`src/hw/rtl/ghhd_pkg.sv`:
```
`default_nettype none
// ----------------------------------------------------------------------------
// ghhd_pkg - shared types and constants of the heading-hold drive controller
// Widths, codes, reset values and small helper functions.
// ----------------------------------------------------------------------------
package ghhd_pkg;

  // Largest duty that any pin may carry
  localparam int PWM_MAX = 255;

  localparam int ACC_W      = 48;  // heading accumulator, deg Q18
  localparam int HDG_W      = ACC_W - 10;  // heading in deg Q8
  localparam int ELAP_W     = 21;
  localparam int TGT_W      = 17;
  localparam int DUR_W      = 20;
  localparam int GYRO_W     = 18;
  localparam int RATE_W     = GYRO_W + 1;  // rate minus offset
  localparam int DT_W       = 16;
  localparam int GAIN_W     = 8;
  localparam int MARGIN_W   = 12;
  localparam int ANG_W      = 23;  // saturated angle operand
  localparam int ANGF_W     = HDG_W + 2;  // full-width angle
  localparam int MULB_W     = DT_W + 1;
  localparam int PROD_W     = ANG_W + MULB_W;
  localparam int DUTY_W     = 20;
  localparam int CFG_IDX_W  = 3;
  localparam int CFG_DATA_W = 18;

  // Beyond this magnitude any nonzero gain saturates the duty anyway
  localparam logic signed [ANG_W-1:0] ANG_LIM = ANG_W'(2**21);

  localparam logic [GAIN_W-1:0]   KP_FWD_RST     = 8'd144;
  localparam logic [GAIN_W-1:0]   KP_BACK_RST    = 8'd80;
  localparam logic [GAIN_W-1:0]   KP_TURN_RST    = 8'd48;
  localparam logic [7:0]          BASE_LEFT_RST  = 8'd165;
  localparam logic [7:0]          BASE_RIGHT_RST = 8'd240;
  localparam logic [7:0]          TURN_MIN_RST   = 8'd140;
  localparam logic [MARGIN_W-1:0] MARGIN_RST     = 12'd512;

  typedef enum logic [0:0] {
    CMD_START  = 1'b0,
    CMD_SAMPLE = 1'b1
  } cmd_t;

  typedef enum logic [1:0] {
    MOVE_FWD   = 2'd0,
    MOVE_BACK  = 2'd1,
    MOVE_RIGHT = 2'd2,
    MOVE_LEFT  = 2'd3
  } move_t;

  typedef enum logic [CFG_IDX_W-1:0] {
    CFG_KP_FWD     = 3'd0,
    CFG_KP_BACK    = 3'd1,
    CFG_KP_TURN    = 3'd2,
    CFG_BASE_LEFT  = 3'd3,
    CFG_BASE_RIGHT = 3'd4,
    CFG_TURN_MIN   = 3'd5,
    CFG_MARGIN     = 3'd6,
    CFG_GYRO_OFF   = 3'd7
  } cfg_idx_t;

  typedef enum logic [2:0] {
    ST_IDLE,
    ST_MUL_RATE,
    ST_ACCUM,
    ST_MUL_GAIN,
    ST_RESULT,
    ST_OUT
  } state_t;

  typedef struct packed {
    logic in_ready;
    logic out_valid;
    logic mul_gain;  // multiplier takes gain * angle, else rate * dt
    logic acc_en;    // update heading and elapsed time
    logic res_en;    // load the result word
  } ctl_t;

  // Clamp to lo..PWM_MAX and keep the low eight bits
  function automatic logic [7:0] clamp_duty(input logic signed [DUTY_W-1:0] v,
                                            input logic [7:0] lo);
    logic signed [DUTY_W-1:0] lo_s;
    logic signed [DUTY_W-1:0] hi_s;
    logic signed [DUTY_W-1:0] r;
    lo_s = $signed({{(DUTY_W-8){1'b0}}, lo});
    hi_s = DUTY_W'(PWM_MAX);
    if (v < lo_s) begin
      r = lo_s;
    end else if (v > hi_s) begin
      r = hi_s;
    end else begin
      r = v;
    end
    return r[7:0];
  endfunction

endpackage : ghhd_pkg
`default_nettype wire

```
`src/hw/rtl/ghhd_mul.sv`:
```
`default_nettype none
// ----------------------------------------------------------------------------
// ghhd_mul - shared signed multiplier
// Picks rate * dt or angle * gain and registers the product.
// ----------------------------------------------------------------------------
module ghhd_mul
  import ghhd_pkg::*;
(
  input  wire logic                     clk,
  input  wire logic                     sel_gain,
  input  wire logic signed [RATE_W-1:0] rate,
  input  wire logic        [DT_W-1:0]   dt,
  input  wire logic signed [ANG_W-1:0]  angle,
  input  wire logic        [GAIN_W-1:0] gain,
  output logic signed      [PROD_W-1:0] prod_r
);

  logic signed [ANG_W-1:0]  op_a;
  logic signed [MULB_W-1:0] op_b;
  logic signed [PROD_W-1:0] prod_nxt;

  always_comb begin
    if (sel_gain) begin
      op_a = angle;
      op_b = $signed({{(MULB_W-GAIN_W){1'b0}}, gain});
    end else begin
      op_a = ANG_W'(rate);
      op_b = $signed({1'b0, dt});
    end
    prod_nxt = PROD_W'(op_a) * PROD_W'(op_b);
  end

  always_ff @(posedge clk) begin
    prod_r <= prod_nxt;
  end

endmodule : ghhd_mul
`default_nettype wire

```
`src/hw/rtl/ghhd_seq.sv`:
```
`default_nettype none
// ----------------------------------------------------------------------------
// ghhd_seq - sample sequencer
// Steps one sample through multiply, accumulate, multiply and result.
// ----------------------------------------------------------------------------
module ghhd_seq
  import ghhd_pkg::*;
(
  input  wire logic clk,
  input  wire logic rst_n,
  input  wire logic in_valid,
  input  wire logic calc_req,  // accepted word needs the arithmetic path
  input  wire logic out_ready,
  output ctl_t      ctl
);

  state_t state_r;
  state_t state_nxt;

  always_ff @(posedge clk) begin
    if (!rst_n) begin
      state_r <= ST_IDLE;
    end else begin
      state_r <= state_nxt;
    end
  end

  always_comb begin
    state_nxt = state_r;
    unique case (state_r)
      ST_IDLE: begin
        if (in_valid) begin
          state_nxt = calc_req ? ST_MUL_RATE : ST_OUT;
        end
      end
      ST_MUL_RATE: state_nxt = ST_ACCUM;
      ST_ACCUM:    state_nxt = ST_MUL_GAIN;
      ST_MUL_GAIN: state_nxt = ST_RESULT;
      ST_RESULT:   state_nxt = ST_OUT;
      ST_OUT: begin
        if (out_ready) begin
          state_nxt = ST_IDLE;
        end
      end
      default:     state_nxt = ST_IDLE;
    endcase
  end

  always_comb begin
    ctl = '0;
    unique case (state_r)
      ST_IDLE:     ctl.in_ready  = 1'b1;
      ST_MUL_RATE: ctl.mul_gain  = 1'b0;
      ST_ACCUM:    ctl.acc_en    = 1'b1;
      ST_MUL_GAIN: ctl.mul_gain  = 1'b1;
      ST_RESULT:   ctl.res_en    = 1'b1;
      ST_OUT:      ctl.out_valid = 1'b1;
      default:     ctl = '0;
    endcase
  end

endmodule : ghhd_seq
`default_nettype wire

```
`src/hw/rtl/gyro_heading_hold_drive_top.sv`:
```
`default_nettype none
// ----------------------------------------------------------------------------
// gyro_heading_hold_drive_top - gyro heading-hold drive controller
// Integrates yaw rate into a heading and drives two wheels: straight moves
// steer with a proportional correction, turns run until within a margin.
// ----------------------------------------------------------------------------
//
//  channel | direction | handshake             | word
//  --------+-----------+-----------------------+--------------------------------
//  in_     | input     | in_valid / in_ready   | cmd, move, target, duration,
//          |           |                       | gyro rate, dt
//  out_    | output    | out_valid / out_ready | four pin duties, move_done
//  cfg_    | input     | cfg_valid / cfg_ready | register index, data
//
//  A start word or a sample after the move has finished is accepted in IDLE
//  and presented from OUT directly. A live sample steps through MUL_RATE,
//  ACCUM, MUL_GAIN and RESULT before OUT: the single shared multiplier runs
//  twice (rate * dt, then gain * angle) with an accumulate step and a result
//  step around it. Input is refused from accept until the result word is
//  taken; a stalled out_ready holds the result word. Reset is synchronous,
//  active low. The configuration port is always ready; a valid word writes.
//
module gyro_heading_hold_drive_top
  import ghhd_pkg::*;
(
  input  wire logic                  clk,
  input  wire logic                  rst_n,

  input  wire logic                  in_valid,
  output logic                       in_ready,
  input  wire logic                  in_cmd,
  input  wire logic [1:0]            in_move_kind,
  input  wire logic [TGT_W-1:0]      in_target_deg,
  input  wire logic [DUR_W-1:0]      in_duration_ticks,
  input  wire logic signed [GYRO_W-1:0] in_gyro_rate,
  input  wire logic [DT_W-1:0]       in_dt_ticks,

  output logic                       out_valid,
  input  wire logic                  out_ready,
  output logic [7:0]                 out_left_a_pwm,
  output logic [7:0]                 out_left_b_pwm,
  output logic [7:0]                 out_right_a_pwm,
  output logic [7:0]                 out_right_b_pwm,
  output logic                       out_move_done,

  input  wire logic                  cfg_valid,
  output logic                       cfg_ready,
  input  wire logic [CFG_IDX_W-1:0]  cfg_index,
  input  wire logic [CFG_DATA_W-1:0] cfg_data
);

  // Configuration registers
  logic [GAIN_W-1:0]          kp_fwd_r, kp_back_r, kp_turn_r;
  logic [7:0]                 base_left_r, base_right_r, turn_min_r;
  logic [MARGIN_W-1:0]        margin_r;
  logic signed [GYRO_W-1:0]   gyro_off_r;

  // Move state
  logic signed [ACC_W-1:0]    heading_accum_r;
  logic [ELAP_W-1:0]          elapsed_r;
  move_t                      active_move_r;
  logic [TGT_W-1:0]           turn_target_r;
  logic [DUR_W-1:0]           move_duration_r;
  logic                       finished_r;

  // Operands held for the sample
  logic signed [RATE_W-1:0]   rate_r;
  logic [DT_W-1:0]            dt_r;

  logic [7:0]                 la_r, lb_r, ra_r, rb_r;
  logic                       done_r;

  ctl_t                       ctl;
  logic                       in_fire;
  logic                       calc_req;
  logic signed [PROD_W-1:0]   prod_r;

  assign cfg_ready = 1'b1;
  assign in_ready  = ctl.in_ready;
  assign out_valid = ctl.out_valid;
  assign in_fire   = in_valid & ctl.in_ready;
  assign calc_req  = (in_cmd == CMD_SAMPLE) & ~finished_r;

  assign out_left_a_pwm  = la_r;
  assign out_left_b_pwm  = lb_r;
  assign out_right_a_pwm = ra_r;
  assign out_right_b_pwm = rb_r;
  assign out_move_done   = done_r;

  ghhd_seq u_seq (
    .clk       (clk),
    .rst_n     (rst_n),
    .in_valid  (in_valid),
    .calc_req  (calc_req),
    .out_ready (out_ready),
    .ctl       (ctl)
  );

  // --------------------------------------------------------------------------
  // Angle and gain for the second multiply; also drives the turn stop test
  // --------------------------------------------------------------------------
  logic signed [HDG_W-1:0]    h_q8;
  logic signed [ANGF_W-1:0]   h_ext;
  logic signed [ANGF_W-1:0]   tgt_ext;
  logic signed [ANGF_W-1:0]   angle_full;
  logic signed [ANG_W-1:0]    angle_sat;
  logic [GAIN_W-1:0]          gain_sel;

  // Floor divide by 1024 is an arithmetic shift
  assign h_q8    = heading_accum_r[ACC_W-1:10];
  assign h_ext   = ANGF_W'(h_q8);
  assign tgt_ext = $signed({{(ANGF_W-TGT_W){1'b0}}, turn_target_r});

  always_comb begin
    unique case (active_move_r)
      MOVE_FWD: begin
        angle_full = -h_ext;
        gain_sel   = kp_fwd_r;
      end
      MOVE_BACK: begin
        angle_full = -h_ext;
        gain_sel   = kp_back_r;
      end
      // Remaining angle to the right target
      MOVE_RIGHT: begin
        angle_full = tgt_ext - h_ext;
        gain_sel   = kp_turn_r;
      end
      // Remaining angle to the left target, sign flipped to be positive
      MOVE_LEFT: begin
        angle_full = tgt_ext + h_ext;
        gain_sel   = kp_turn_r;
      end
      default: begin
        angle_full = '0;
        gain_sel   = '0;
      end
    endcase
    // Saturate: past the limit any nonzero gain pins the duty the same way
    if (angle_full > ANGF_W'(ANG_LIM)) begin
      angle_sat = ANG_LIM;
    end else if (angle_full < -ANGF_W'(ANG_LIM)) begin
      angle_sat = -ANG_LIM;
    end else begin
      angle_sat = angle_full[ANG_W-1:0];
    end
  end

  ghhd_mul u_mul (
    .clk      (clk),
    .sel_gain (ctl.mul_gain),
    .rate     (rate_r),
    .dt       (dt_r),
    .angle    (angle_sat),
    .gain     (gain_sel),
    .prod_r   (prod_r)
  );

  // --------------------------------------------------------------------------
  // Accumulate step: saturating heading and elapsed time
  // --------------------------------------------------------------------------
  logic signed [ACC_W:0]      acc_sum;
  logic signed [ACC_W-1:0]    acc_nxt;
  logic [ELAP_W:0]            elap_sum;
  logic [ELAP_W-1:0]          elap_nxt;

  always_comb begin
    acc_sum = (ACC_W+1)'(heading_accum_r) + (ACC_W+1)'(prod_r);
    if (acc_sum[ACC_W] != acc_sum[ACC_W-1]) begin
      acc_nxt = acc_sum[ACC_W] ? {1'b1, {(ACC_W-1){1'b0}}} : {1'b0, {(ACC_W-1){1'b1}}};
    end else begin
      acc_nxt = acc_sum[ACC_W-1:0];
    end
    elap_sum = {1'b0, elapsed_r} + (ELAP_W+1)'(dt_r);
    elap_nxt = elap_sum[ELAP_W] ? {ELAP_W{1'b1}} : elap_sum[ELAP_W-1:0];
  end

  // --------------------------------------------------------------------------
  // Result step: scale, stop test and duty clamps
  // --------------------------------------------------------------------------
  logic signed [PROD_W-1:0]   prod_bias;
  logic signed [PROD_W-1:0]   prod_scaled;
  logic signed [DUTY_W-1:0]   corr;
  logic signed [DUTY_W-1:0]   bl_s, br_s;
  logic                       straight_fin, turn_fin, fin;
  logic [7:0]                 la_nxt, lb_nxt, ra_nxt, rb_nxt, speed;

  always_comb begin
    // Divide by 4096 rounding toward zero
    prod_bias    = prod_r + (prod_r[PROD_W-1] ? PROD_W'(4095) : PROD_W'(0));
    prod_scaled  = prod_bias >>> 12;
    corr         = prod_scaled[DUTY_W-1:0];
    bl_s         = $signed({{(DUTY_W-8){1'b0}}, base_left_r});
    br_s         = $signed({{(DUTY_W-8){1'b0}}, base_right_r});
    straight_fin = {1'b0, elapsed_r} >= {{(ELAP_W+1-DUR_W){1'b0}}, move_duration_r};
    turn_fin     = angle_full <= $signed({{(ANGF_W-MARGIN_W){1'b0}}, margin_r});
    speed        = clamp_duty(corr, turn_min_r);
    la_nxt = '0;
    lb_nxt = '0;
    ra_nxt = '0;
    rb_nxt = '0;
    unique case (active_move_r)
      MOVE_FWD: begin
        fin    = straight_fin;
        lb_nxt = clamp_duty(bl_s + corr, 8'd0);
        ra_nxt = clamp_duty(br_s - corr, 8'd0);
      end
      MOVE_BACK: begin
        fin    = straight_fin;
        la_nxt = clamp_duty(bl_s - corr, 8'd0);
        rb_nxt = clamp_duty(br_s + corr, 8'd0);
      end
      MOVE_RIGHT: begin
        fin    = turn_fin;
        lb_nxt = speed;
        rb_nxt = speed;
      end
      MOVE_LEFT: begin
        fin    = turn_fin;
        la_nxt = speed;
        ra_nxt = speed;
      end
      default: fin = 1'b1;
    endcase
    // Stopped motors once the move ends
    if (fin) begin
      la_nxt = '0;
      lb_nxt = '0;
      ra_nxt = '0;
      rb_nxt = '0;
    end
  end

  // --------------------------------------------------------------------------
  // Configuration registers
  // --------------------------------------------------------------------------
  always_ff @(posedge clk) begin
    if (!rst_n) begin
      kp_fwd_r     <= KP_FWD_RST;
      kp_back_r    <= KP_BACK_RST;
      kp_turn_r    <= KP_TURN_RST;
      base_left_r  <= BASE_LEFT_RST;
      base_right_r <= BASE_RIGHT_RST;
      turn_min_r   <= TURN_MIN_RST;
      margin_r     <= MARGIN_RST;
      gyro_off_r   <= '0;
    end else if (cfg_valid) begin
      unique case (cfg_idx_t'(cfg_index))
        CFG_KP_FWD:     kp_fwd_r     <= cfg_data[GAIN_W-1:0];
        CFG_KP_BACK:    kp_back_r    <= cfg_data[GAIN_W-1:0];
        CFG_KP_TURN:    kp_turn_r    <= cfg_data[GAIN_W-1:0];
        CFG_BASE_LEFT:  base_left_r  <= cfg_data[7:0];
        CFG_BASE_RIGHT: base_right_r <= cfg_data[7:0];
        CFG_TURN_MIN:   turn_min_r   <= cfg_data[7:0];
        CFG_MARGIN:     margin_r     <= cfg_data[MARGIN_W-1:0];
        CFG_GYRO_OFF:   gyro_off_r   <= $signed(cfg_data[GYRO_W-1:0]);
        default:        gyro_off_r   <= gyro_off_r;
      endcase
    end
  end

  // --------------------------------------------------------------------------
  // Move state
  // --------------------------------------------------------------------------
  always_ff @(posedge clk) begin
    if (!rst_n) begin
      heading_accum_r <= '0;
      elapsed_r       <= '0;
      active_move_r   <= MOVE_FWD;
      turn_target_r   <= '0;
      move_duration_r <= '0;
      finished_r      <= 1'b1;
    end else begin
      if (in_fire && (in_cmd == CMD_START)) begin
        // New move: clear heading and time
        active_move_r   <= move_t'(in_move_kind);
        turn_target_r   <= in_target_deg;
        move_duration_r <= in_duration_ticks;
        heading_accum_r <= '0;
        elapsed_r       <= '0;
        finished_r      <= 1'b0;
      end
      if (ctl.acc_en) begin
        heading_accum_r <= acc_nxt;
        elapsed_r       <= elap_nxt;
      end
      if (ctl.res_en) begin
        finished_r <= fin;
      end
    end
  end

  // Sample operands and result word: payload, no reset
  always_ff @(posedge clk) begin
    if (in_fire) begin
      rate_r <= RATE_W'(in_gyro_rate) - RATE_W'(gyro_off_r);
      dt_r   <= in_dt_ticks;
      // Start and finished-sample words carry all pins low
      la_r   <= '0;
      lb_r   <= '0;
      ra_r   <= '0;
      rb_r   <= '0;
      done_r <= (in_cmd == CMD_SAMPLE);
    end else if (ctl.res_en) begin
      la_r   <= la_nxt;
      lb_r   <= lb_nxt;
      ra_r   <= ra_nxt;
      rb_r   <= rb_nxt;
      done_r <= fin;
    end
  end

`ifndef SYNTH
  // Input is never taken while a result word waits
  a_no_overlap: assert property (@(posedge clk) disable iff (!rst_n)
    out_valid |-> !in_ready)
    else $error("input accepted while result pending");

  // A finished move reports all pins low
  a_done_stopped: assert property (@(posedge clk) disable iff (!rst_n)
    (out_valid && out_move_done) |->
      (out_left_a_pwm == 8'd0 && out_left_b_pwm == 8'd0 &&
       out_right_a_pwm == 8'd0 && out_right_b_pwm == 8'd0))
    else $error("pins driven after move finished");

  // A start word clears heading and arms the move
  a_start_clears: assert property (@(posedge clk) disable iff (!rst_n)
    (in_valid && in_ready && in_cmd == CMD_START) |=>
      (heading_accum_r == '0 && elapsed_r == '0 && !finished_r))
    else $error("start word did not clear move state");

  // Only a start word leaves the finished state
  a_finished_holds: assert property (@(posedge clk) disable iff (!rst_n)
    (finished_r && !(in_valid && in_ready && in_cmd == CMD_START)) |=> finished_r)
    else $error("finished state left without start");

  // The sequencer walks straight from the result step to the output
  a_result_to_out: assert property (@(posedge clk) disable iff (!rst_n)
    ctl.res_en |=> out_valid)
    else $error("result step not followed by output");
`endif

endmodule : gyro_heading_hold_drive_top
`default_nettype wire
```
`config.mk`:
```
export PLATFORM = sky130hd
export DESIGN_NAME = gyro_heading_hold_drive_top
export DESIGN_NICKNAME = d
export VERILOG_FILES = /design/src/hw/rtl/ghhd_pkg.sv /design/src/hw/rtl/ghhd_mul.sv /design/src/hw/rtl/ghhd_seq.sv /design/src/hw/rtl/gyro_heading_hold_drive_top.sv
export SDC_FILE = /design/constraint.sdc
export NUM_CORES = 2
export LEC_CHECK = 0
export BUFFER_PORTS_ARGS = -buffer_cell sky130_fd_sc_hd__buf_2
export CAP_MARGIN = 20
export CORE_MARGIN = 2
export CORE_UTILIZATION = 30
export DETAILED_ROUTE_END_ITERATION = 7
export PLACE_DENSITY = 0.57
export SLEW_MARGIN = 25
export SYNTH_ARGS = -nofsm -noshare
export SYNTH_HDL_FRONTEND = slang
export SYNTH_SLANG_ARGS = --single-unit
```
`constraint.sdc`:
```
create_clock -name clk -period 13.4 [get_ports clk]
set_clock_uncertainty 0.1 [all_clocks]
set_input_delay 0 -clock clk [delete_from_list [all_inputs] [get_ports clk]]
set_output_delay 0 -clock clk [all_outputs]
set_load 0.02 [all_outputs]
```
**Word level (Yosys, flattened, before mapping)**

Index checks and enable logic that the tools add are counted.

- Add/sub/neg operators: 11
- Multipliers: 1
- Order comparisons: 14
- Equal/unequal tests: 18
- Mux-type cells: 46
- Bitwise operators: 4
- Reductions and logical operators: 18

Operator list:

| cell | number |
|---|---|
| $mux 48 | 4 |
| $pmux 40 s3 | 1 |
| $mux 8 | 14 |
| $gt 20x9->1 const B | 5 |
| $lt 20x1->1 const B | 4 |
| $mux 23 | 3 |
| $pmux 8 s2 | 4 |
| $mux 21 | 3 |
| $add 48x40->49 | 1 |
| $add 9x20->20 | 2 |
| $gt 40x23->1 const B | 1 |
| $le 40x13->1 | 1 |
| $lt 40x22->1 const B | 1 |
| $mul 23x17->40 | 1 |
| $neg 38->40 | 1 |
| $sub 9x20->20 | 2 |
| $add 18x38->39 | 1 |
| $sub 18x38->39 | 1 |
| $add 32x13->32 | 1 |
| $pmux 8 s3 | 1 |
| $add 21x16->22 | 1 |
| $ge 21x20->1 | 1 |
| $lt 20x9->1 | 1 |
| $sub 18x18->19 | 1 |
| other kinds (21) | 56 |

- Register bits after elaboration: 298
- Input port bits: 100

**Longest topological paths before layout**

- Word-level depth: 8
- Gate-level depth with buffers: 43
- Gate-level depth less buffers: 41

**Modules after synthesis**

From an unflattened synthesis, not the netlist that was laid out.

- Cell total of the unflattened synthesis: 4638
- Area, all modules: 36724.0 sq um

By module, submodules not included:

| module | instances | cells each | area an instance (sq um) |
|---|---|---|---|
| gyro_heading_hold_drive_top | 1 | 2974 | 21929.8 |
| ghhd_mul | 1 | 1644 | 14614.0 |
| ghhd_seq | 1 | 20 | 180.2 |

**Least setup slack after synthesis**

OpenSTA, ideal clock, no wires.

- Path kind: register to register
- Start: register heading_accum_r[23]
- End: register u_mul.prod_r[38]
- Arrival time: 9.970 ns
- Data required time: 13.228 ns
- Path slack: 3.258 ns
- Stages on the path, launching flop included: 37
- Path buffers: 3
- Path through: dfxtp_1 -> inv_1 -> ha_1 -> clkbuf_1 -> or3_1 -> nor3_1 -> a21boi_1 -> nor3_1 -> a2111oi_1 -> o22ai_1 -> o2bb2a_1 -> or4_1 -> nor4_1 -> nand3_1 -> and2_1 -> buf_6 -> buf_6 -> o32ai_1 -> fa_1 -> inv_1 -> fa_1 -> fa_1 -> inv_1 -> fa_1 -> fa_1 -> fa_1 -> ha_1 -> a21o_1 -> a21o_1 -> a211oi_1 -> a211oi_1 -> o41ai_1 -> o21ai_0 -> a221o_1 -> a211o_1 -> a21oi_1 -> xnor2_1

- Word-level cells in the longest chain between the ends: 7
- Elaborated cells on any way between the ends: 10
- Classes of those cells: 3 x add/sub; 1 x mul; 2 x order compare; 4 x mux

RTL lines:

| what | line | source |
|---|---|---|
| start: declaration | gyro_heading_hold_drive_top.sv:59 | `logic signed [ACC_W-1:0] heading_accum_r;` |
| start signal: assignment | gyro_heading_hold_drive_top.sv:284 | `heading_accum_r <= acc_nxt;` |
| $add 18x38->39 (tied with other cells) | gyro_heading_hold_drive_top.sv:131 | `angle_full = tgt_ext + h_ext;` |
| $pmux 40 s3 (*) | gyro_heading_hold_drive_top.sv:115 | `unique case (active_move_r)` |
| $lt 40x22->1 | gyro_heading_hold_drive_top.sv:142 | `end else if (angle_full < -ANGF_W'(ANG_LIM)) begin` |
| $mux 23 | gyro_heading_hold_drive_top.sv:142 |  |
| $mux 23 (*) | gyro_heading_hold_drive_top.sv:140 | `if (angle_full > ANGF_W'(ANG_LIM)) begin` |
| $mux 23 (*) | ghhd_mul.sv:23 | `if (sel_gain) begin` |
| $mul 23x17->40 (*) | ghhd_mul.sv:30 | `prod_nxt = PROD_W'(op_a) * PROD_W'(op_b);` |
| net u_mul.prod_nxt[38] | ghhd_mul.sv:20 | `logic signed [PROD_W-1:0] prod_nxt;` |
| end signal: assignment | ghhd_mul.sv:34 | `prod_r <= prod_nxt;` |
| end: declaration | ghhd_mul.sv:15 | `output logic signed [PROD_W-1:0] prod_r` |

The timed path passes the listed nets; every way through them passes the cells marked *.
A chain may end at the register's enable or synchronous reset.

**Final worst setup path**

- Start: register heading_accum_r[25]
- End: register u_mul.prod_r[30]

The elaborated chain is that of the path after synthesis.

==> flow_summary.ini <==
[status]
status = finished clean

[global_route]
grt_first_pass_wirelength_um = 215000
grt_pass1_vias = 35200
antenna_found_initial = 8
track_usage_pct = 21.1
overflow = 0
grt_max_degree = 77

[route]
wl_met2_um = 64700
dr.pass1.iters = 6
drt-met1-wl_um = 59900
routed_wl_um = 140000
route.detailed.drc = 0
num_vias = 35800
dr_wl_met3_um = 9340
wire_per_inst_um = 21.1
vias_per_cell = 5.41
ant_nets = 0
highest_layer = met5
drtIter0Drc = 3545

[die]
dieArea_um2 = 130000
die_x_um = 360
start_util_pct = 30.3
core.rowCount = 130
fp.coreArea_um2 = 126000
die_h_um = 360
pin_count = 136

[logic_synthesis]
netlist_instances = 4813
synth_area_leaders = fa_1 (20%), dfxtp_1 (14%), ha_1 (10%)
yosysTopAreaCell = fa_1
avgSynthCellArea_um2 = 7.92
yosys_warnings = 0
synthMostInstantiatedCell = nand2_1
synthArstFlopShare_pct = 0
synth_nets = 5589
synth_cell_types = 95
synth_ff_type = dfxtp_1
synth_commonest_cells = nand2_1 (649), inv_1 (627), fa_1 (372), ha_1 (304), nor2_1 (295)
synth_area_um2 = 38100
ys_seq_elements = 298
ys_seq_area_share_pct = 16.6
synth_top_cell_area_share_pct = 19.5
synth_edf_count = 36

[cts]
cts_tree = done
cts_resized = 0
cts_buffer_depth = 3
path_clk_slew_ns = 0.06
clk-insertion-delay-late_ns = 0.59
cts.sinks = 298
h-tree-depth = 2
cts-root-buf = clkbuf_16
cts_buffers = 38

[hold_path]
worstHoldStart = in_dt_ticks[13]
hold_path.class = input pin to flip-flop

[setup_path]
slowest_delay_ns = 0.85
cp-end-kind = flip-flop
crit_buf_inv = 7
crit_slowest_cell = a2111oi_1
r2r-start = heading_accum_r[25]$_SDFFE_PN0P_
crit_arrival_ns = 12.73
cp.required_ns = 13.73
critical-path-top-delay-family = adder cells
startpoint = heading_accum_r[25]$_SDFFE_PN0P_
crit_type = flip-flop to flip-flop
crit_fanout = 40
critPathMostFrequentCell = fa_1
crit_path_start_kind = flip-flop

[layout]
syn2layout_area_growth_pct = 13.5
fin_util_pct = 34.3
nets = 5723
drive_gt1_share_pct = 6.71

[placed_design]
port_buffers = 134
dp_hpwl_um = 110000
gp_congestion = 0.975
place_ws_ns = 1.31

[timing]
setup_violations = 0
hold_ws_ns = 0.0276
relSlewSlack_pct = 29.4
rsz0062_at_grt = no
worst_slew_pin_slew_ns = 1.05
finalHoldViolCount = 0
finalCriticalPeriod_ns = 12.40
setup_ws_ns = 0.998
clock.fmax_ghz = 0.0806
fin_crit_sh_pct = 92.6
tns_ns = 0
maxSlewViolCount = 0

[run]
drv_cap = 0
[state kept, by name, summed over array words and instances (netlist names), 12 cells and up]
name / flops
turn_target_r: 17
elapsed_r: 21
heading_accum_r: 48
move_duration_r: 20
rate_r: 19
u_mul.prod_r: 40
gyro_off_r: 18
margin_r: 12
dt_r: 16
[cell type report]
type                            count  area [µm²]
Sequential cell                   298        6330
Clock buffer                       51        1060
Multi-Input combinational cell   3616       28400
Antenna cell                        3        7.51
Fill cell                       13300       82700
Inverter                          630        2360
Tap cell                         1650        2060
Timing Repair Buffer              363        2780
Clock inverter                     18         208
[metal layers]
layer / track usage (%) / up-vias
li1: - / 16700
met1: 27.7 / 17400
met2: 34.8 / 1374
met3: 2.94 / 296
met4: 8.34 / 8
met5: 0 / -
[repair_timing]
| action | CTS | global route |
|---|---|---|
| hold endpoints to repair | 177 | 0 |
| hold buffers | 155 | 0 |
| setup buffers | 0 | 0 |
| endpoints found under the setup margin | 0 | 0 |
[worst paths after layout]
check | endpoint | slack [ns] | cells after the start
min | dt_r[13]$_DFFE_PP_ | 0.03 | 2
min reg2reg | out_right_a_pwm[1]$_SDFFE_PP0P_ | 0.35 | 2
max | u_mul.prod_r[30]$_DFF_P_ | 1.0 | 35
max reg2reg | u_mul.prod_r[30]$_DFF_P_ | 1.0 | 35
[metrics by stage]
| step | instances | area (µm²) |
|---|---|---|
| 4_1_cts | 6626 | 43200 |
| 6_report | 6629 | 43200 |
| 2_1_floorplan | 4813 | 38100 |
| 3_3_place_gp | 6402 | 40400 |
| 3_5_place_dp | 6402 | 40400 |
| 5_1_grt | 6626 | 43200 |
[worst reg2reg max path: cells and delay by family (launching register included)]
kind,cells,cell delay [ns]
AO/OA/AOI/OAI,10,2.88
XOR/XNOR,1,0.41
adder cells (fa/ha/maj),8,4.00
buffers and inverters,7,1.08
flip-flops,1,0.42
AND/OR/NAND/NOR,9,3.38
[layout by cell type, fill, tap and decap left out, types with 145 or more instances in the layout]
master,count
dlygate4sd3_1,155
a21oi_1,239
xnor2_1,145
inv_1,627
dfxtp_1,262
ha_1,302
fa_1,372
nand2_1,647
nor2_1,291
o21ai_0,222
[logic make-up after synthesis]
family / Yosys count / synth area share, %
other cells: 1 / 0.00984
fa+ha+maj: 679 / 29.6
flops: 298 / 16.6
xor+xnor: 201 / 4.62
simple gates: 1526 / 18.6
compound gates: 1200 / 21.3
mux: 9 / 0.246
buf+inv: 899 / 9.01
Power is not shown: default switching activity piles up to over one toggle a cycle in this logic, so the estimate is an artifact.
